## src/rtl/core/ssfl_pkg.sv

```systemverilog
// Shared types and constants for the swap slot free-list allocator.
// Holds transaction structs, status and kind codes, controller states.
// No dependencies.
package ssfl_pkg;

    localparam int SLOT_W        = 11;
    localparam int STATUS_W      = 2;
    localparam int SLOTS_DEFAULT = 1024;

    localparam logic KIND_REQUEST = 1'b0;
    localparam logic KIND_RELEASE = 1'b1;

    typedef enum logic [STATUS_W-1:0] {
        STATUS_OK         = 2'd0,
        STATUS_EXHAUSTED  = 2'd1,
        STATUS_BAD_RELEASE = 2'd2
    } status_t;

    typedef struct packed {
        logic              kind;
        logic [SLOT_W-1:0] slot;
    } in_item_t;

    typedef struct packed {
        logic [SLOT_W-1:0]   slot_out;
        logic [STATUS_W-1:0] status;
        logic [SLOT_W-1:0]   slots_used;
    } out_item_t;

    typedef enum logic [1:0] {
        ST_CLEAR,
        ST_IDLE,
        ST_EXEC
    } state_t;

    typedef struct packed {
        logic clear_step;
        logic capture;
        logic commit;
    } cmd_t;

    typedef struct packed {
        logic clear_last;
        logic out_free;
    } sts_t;

endpackage

```

## src/rtl/core/ssfl_ctrl.sv

```systemverilog
// Controller for the swap slot allocator: clearing pass, accept, execute.
// Depends on ssfl_pkg.
module ssfl_ctrl (
    input  logic          aclk,
    input  logic          aresetn,
    input  logic          s_valid,
    output logic          s_ready,
    input  ssfl_pkg::sts_t sts,
    output ssfl_pkg::cmd_t cmd
);
    import ssfl_pkg::*;

    state_t state_reg;
    state_t state_next;

    always_ff @(posedge aclk) begin
        if (!aresetn) begin
            state_reg <= ST_CLEAR;
        end else begin
            state_reg <= state_next;
        end
    end

    always_comb begin
        state_next     = state_reg;
        s_ready        = 1'b0;
        cmd.clear_step = 1'b0;
        cmd.capture    = 1'b0;
        cmd.commit     = 1'b0;
        case (state_reg)
            ST_CLEAR: begin
                cmd.clear_step = 1'b1;
                if (sts.clear_last) begin
                    state_next = ST_IDLE;
                end
            end
            ST_IDLE: begin
                s_ready = 1'b1;
                if (s_valid) begin
                    cmd.capture = 1'b1;
                    state_next  = ST_EXEC;
                end
            end
            ST_EXEC: begin
                // hold until the result register can take the outcome
                if (sts.out_free) begin
                    cmd.commit = 1'b1;
                    state_next = ST_IDLE;
                end
            end
            default: begin
                state_next = ST_CLEAR;
            end
        endcase
    end

endmodule

```

## config.mk

```make
export PLATFORM = sky130hd
export DESIGN_NAME = ssfl_ctrl
export DESIGN_NICKNAME = d
export VERILOG_FILES = /design/src/rtl/core/ssfl_pkg.sv /design/src/rtl/core/ssfl_ctrl.sv
export SDC_FILE = /design/constraint.sdc
export NUM_CORES = 1
export LEC_CHECK = 0
export BUFFER_PORTS_ARGS = -buffer_cell sky130_fd_sc_hd__buf_2
export CORE_AREA = 10 10 47 49
export DETAILED_ROUTE_END_ITERATION = 16
export DIE_AREA = 0 0 57 59
export GPL_TIMING_DRIVEN = 0
export SETUP_SLACK_MARGIN = 0.5
export SYNTH_ARGS = -nofsm -noshare
export SYNTH_HDL_FRONTEND = slang
export SYNTH_SLANG_ARGS = --single-unit
```

## constraint.sdc

```tcl
create_clock -name aclk -period 1.1 [get_ports aclk]
set_clock_uncertainty 0.2 [all_clocks]
set_input_delay 0.11 -clock aclk [delete_from_list [all_inputs] [get_ports aclk]]
set_output_delay 0.11 -clock aclk [all_outputs]
set_load 0.01 [all_outputs]
```

==> flow_summary.ini, run 1 <==
[status]
status = finished, violations left
failed_checks = negative hold slack, negative setup slack

[power_and_ir_drop]
ir_drop_mv = 0.3892
power_density_nw_per_um2 = 1409
swShare = 0.2399
p_switching_uw = 73.60
power_frac_comb = 0.183
internal_power_uw = 233.2
leakagePower_uw = 0.0001051
clockPowerShare = 0.532
seqPwrFrac = 0.285
total_power_uw = 306.8

[sta]
setup_viol_count_final = 4
setup_slack_ns = -0.1438
tightestPinTransition_ns = 0.1884
period_needed_ns = 1.244
hold_slack_ns = -0.08343
slew_headroom = 0.8741
fin_crit_sh = 1.131
rsz0062_at_grt = true
slew_viol_final = 0
timing.fmax_mhz = 804.0
finalSetupTns_ns = -0.4014
timing.final.hold_violations = 2

[layout]
post-route-cell-area_um2 = 217.7
diodes = 0
largest_register_ff_count = 2
drive_above_1_share = 0.7391
syn_to_final_growth_pct = 89.13
finalNetCount = 30

[grt]
grt_max_degree = 8
grt.total_usage = 0.02635
gr-total-overflow = 0
grt_pass1_wl_um = 607
antenna_found_initial = 0
grt_pass1_vias = 130

[routing]
wl_per_cell_um = 9.744
drt_iter0_drc = 3
met3_length_um = 114
met2_length_um = 82
drt_pass1_iterations = 4
m1WireLength_um = 183
drt-total-wl_um = 380
viasPerCell = 3.026
num_vias = 118
drc = 0
postRouteAntennaNets = 0
dr.max_layer_used = met3

[clock_tree]
cts_buffers = 3
cts_max_level = 1
post_cts_buffers = 0
clk_pin_slew_ns = 0.03
cts_num_sinks = 2
clk_path_buf_depth = 2
clock_latency_ns = 0.23
cts-root-buf = clkbuf_4
tritoncts = built

[setup_path]
end_kind = output port
worstPathArrival_ns = 0.93
worst_setup_path_start_kind = register
path_class = register to output port
cp_max_fo = 7
required_ns = 0.79

[floorplan]
die_y_um = 59
rows = 14
start_util = 0.08214
fp.dieArea_um2 = 3363
core_um2 = 1401
die-width_um = 57
io_pins = 9

[logic_synthesis]
yosysSeqAreaShare = 0.3478
async_reset_ff_frac = 0
synth_flop_cell = dfxtp_1
yosys-top-cells-area = dfxtp_1 (35%), mux2_4 (13%), and3b_2 (8.7%)
syn_area_per_cell_um2 = 9.593
yosysWarnings = 0
synth-edff-count = 0
ys_ff_latch = 2
yosysTopAreaCellShare = 0.3478
yosys-top-cells-count = dfxtp_1 (2), nor2_1 (2)
ys_types = 10
synthCells = 12
synthesis.nets = 17
post-synth-top-area-cell = dfxtp_1
synth.cell_area_um2 = 115.1

[flow_run]
drv_cap = 0

[place]
place_area_um2 = 178.9
io_buffer_count = 8
place_congestion = 0.6797

[min_path]
hp-class = primary input to register
==> logic make-up after synthesis <==
kind of cell | after synthesis | synth area share
flip-flops | 2 | 0.3478
AND/OR/NAND/NOR | 6 | 0.3261
AO/OA/AOI/OAI | 3 | 0.1956
multiplexers | 1 | 0.1304
==> worst paths after layout <==
path / end / start / cells past startpoint / slack (ns)
worst max register to register: state_reg[0] / state_reg[1] / 2 / -0.07
worst max-delay path: cmd[1] / state_reg[1] / 2 / -0.14
worst min-delay path: state_reg[1] / aresetn / 2 / -0.08
worst min register to register: state_reg[0] / state_reg[0] / 1 / 0.37
==> worst max-delay path: stages, from the launching register on <==
cell and delay (ns):
dfxtp_4 0.36, and3b_2 0.23, buf_6 0.12
==> placed cells by master (no fill, tap or decap) <==
cell type	count
buf_2	6
clkbuf_4	3
buf_6	2
and2b_2	1
nor2_1	1
and3b_2	1
nand2_1	1
nor2_2	1
nor3b_1	1
o21a_1	1
mux2_4	1
o21ai_0	1
o211a_1	1
dfxtp_2	1
dfxtp_4	1
==> routing by layer <==
metal / up-vias / track usage
li1: 65 / -
met1: 44 / 0.02610
met2: 9 / 0.01240
met3: 0 / 0.04721
met4: 0 / 0.03020
met5: - / 0
==> layout make-up <==
cell class              count  area [um2]
well taps                  16       20.02
flip-flops and latches      2       45.04
repair buffers              8       52.55
multi-input cells          10       77.57
clock buffers               3       22.52
fillers                   164        1184
==> timing repair <==
action	in CTS	in global routing
gates resized for setup	4	0
hold endpoints to repair	2	2
setup endpoints to repair	6	6
pin swaps	1	0
==> power by group through the flow <==
stage                     clock, uW  sequential (uW)  combinational [uW]
after CTS                       175             87.1                56.9
after floorplan                   0             86.7                26.7
final                           163             87.3                56.1
after global placement            0             88.0                47.5
after detailed placement          0             88.8                48.3
after global routing            186             88.8                61.7
==> per-stage QoR <==
stage	worst slack [ns]	cells	util
after floorplan	-0.04306	12	-
after global placement	-0.06494	36	0.1277
after detailed placement	-0.08391	36	0.1277
after CTS	-0.1541	39	0.1554
after global routing	-0.1825	39	0.1554
final	-0.1438	39	0.1554
Power figures use the tool's default switching activity.
==> run 2: changes to the inputs <==
==> constraint.sdc (replaced) <==
create_clock -name aclk -period 1.2 [get_ports aclk]
set_clock_uncertainty 0.2 [all_clocks]
set_input_delay 0.12 -clock aclk [delete_from_list [all_inputs] [get_ports aclk]]
set_output_delay 0.12 -clock aclk [all_outputs]
set_load 0.01 [all_outputs]
==> run 2 against run 1 <==
Against the previous run:
- the flow still finishes with violations (negative hold slack, negative setup slack)
- first-iteration DRC count stayed put
- register-to-register slack better by 0.10 ns
- total power decreased by 8.6%
- flip-flop and latch count unchanged
- hold slack improved by 0.010 ns
- sequential share of layout area up 0.90 points
- cell count unchanged
- largest power group unchanged
==> flow_summary.ini, run 2 (synthesized netlist as in run 1, its figures left out) <==
[sta]
rsz0062_at_grt = true
hold_slack_ns = -0.07307
period_needed_ns = 1.254
slew_viol_final = 0
slew_headroom = 0.8760
tightestPinTransition_ns = 0.1855
timing.final.hold_violations = 2
timing.fmax_mhz = 797.2
fin_crit_sh = 1.045
setup_viol_count_final = 2
setup_slack_ns = -0.05445

[setup_path]
path_class = register to output port
worstPathArrival_ns = 0.93
worst_setup_path_start_kind = register
cp_slowest_cell = dfxtp_4
required_ns = 0.88
end_kind = output port
cp_top_family = flip-flops
path_buf_inv = 1
r2r_cells = 2
cp_max_fo = 7
path_cells = and3b_2, buf_6
crit_path_max_incr_delay_ns = 0.36
path_depth = 2

[layout]
post-route-cell-area_um2 = 220.2
largest_register_ff_count = 2
drive_above_1_share = 0.7391
final_common_cell = buf_2
mostFrequentLayoutCells = buf_2 (6), clkbuf_4 (3), buf_6 (2), dfxtp_4 (2)
nFillCells = 164
syn_to_final_growth_pct = 91.30
diodes = 0
multi_input_area_um2 = 77.57
finalNetCount = 30
finalCoreUtilization = 0.1571
seqCellArea_um2 = 47.55
instances_no_fill = 39

[place]
io_buffer_count = 8
place_area_um2 = 178.9
place_congestion = 0.6797
dp_cells = 36

[clock_tree]
clk_path_buf_depth = 2
tritoncts = built
cts_max_level = 1
cts-root-buf = clkbuf_4
clock_latency_ns = 0.22
cts_buffers = 3
cts_num_sinks = 2
clk_pin_slew_ns = 0.03

[routing]
met2_length_um = 93
met3_length_um = 114
dr.max_layer_used = met3
drt_pass1_iterations = 4
postRouteAntennaNets = 0
drt-total-wl_um = 388
drt_iter0_drc = 3
num_vias = 122
viasPerCell = 3.128
wl_per_cell_um = 9.949
drc = 0
m1WireLength_um = 180

[grt]
grt.total_usage = 0.02635
antenna_found_initial = 0
grt_pass1_wl_um = 607
grt_pass1_vias = 130
gr-total-overflow = 0
grt_max_degree = 8

[floorplan]
fp.dieArea_um2 = 3363
start_util = 0.08214
die_y_um = 59
rows = 14
die-width_um = 57
core_um2 = 1401
io_pins = 9

[power_and_ir_drop]
power_density_nw_per_um2 = 1273
leakagePower_uw = 0.0001054
ir_drop_mv = 0.3566

[flow_run]
drv_cap = 0

[min_path]
holdPathStages = 2
hp-class = primary input to register

[status]
status = finished, violations left
failed_checks = negative hold slack, negative setup slack
## run 2: cell count changes in the layout (fill, tap and decap cells not counted)
cell,change
dfxtp_4,+1
dfxtp_2,-1
## run 2: per-stage QoR
stage / setup TNS, ns / setup slack (ns) / power [uW] / hold slack, ns
finish: -0.09651 / -0.05445 / 280.3 / -0.07307
global route: -0.1796 / -0.09245 / 308.0 / -0.06143
CTS: -0.1178 / -0.06413 / 291.8 / -0.08009
detailed placement: 0 / 0.01609 / 125.7 / 0.1571
global placement: 0 / 0.03506 / 124.2 / 0.1455
floorplan: 0 / 0.05694 / 104.0 / 0.03748
## run 2: routing by layer
layer  track usage  vias to the layer above
met4       0.03020                        0
met1       0.02610                       48
met3       0.04721                        0
li1              -                       65
met2       0.01240                        9
met5             0                        -
## run 2: path summary, 6_finish.rpt
| path | slack, ns | from | endpoint |
|---|---|---|---|
| max reg2reg | 0.03 | state_reg[1] | state_reg[0] |
| max | -0.05 | state_reg[1] | cmd[1] |
| min reg2reg | 0.35 | state_reg[0] | state_reg[0] |
| min | -0.07 | aresetn | state_reg[1] |
## run 2: where the power goes
group	leakage (uW)	switching [uW]	internal [uW]
logic	0.0000738	20.2	31.5
clock network	0.0000138	38.7	110
registers	0.0000178	8.21	71.3
total	0.000105	67.1	213
## run 2: final cells by class
| class | count | area share |
|---|---|---|
| well taps | 16 | 0.09091 |
| flip-flops and latches | 2 | 0.2159 |
| clock buffers | 3 | 0.1023 |
| multi-input cells | 10 | 0.3523 |
| repair buffers | 8 | 0.2386 |
## run 2: repair_timing
action / CTS / global route
endpoints found under the setup margin: 6 / 6
resized for setup: 5 / 0
hold endpoints to repair: 2 / 2
setup buffers: 0 / 0
pin swaps: 1 / 0
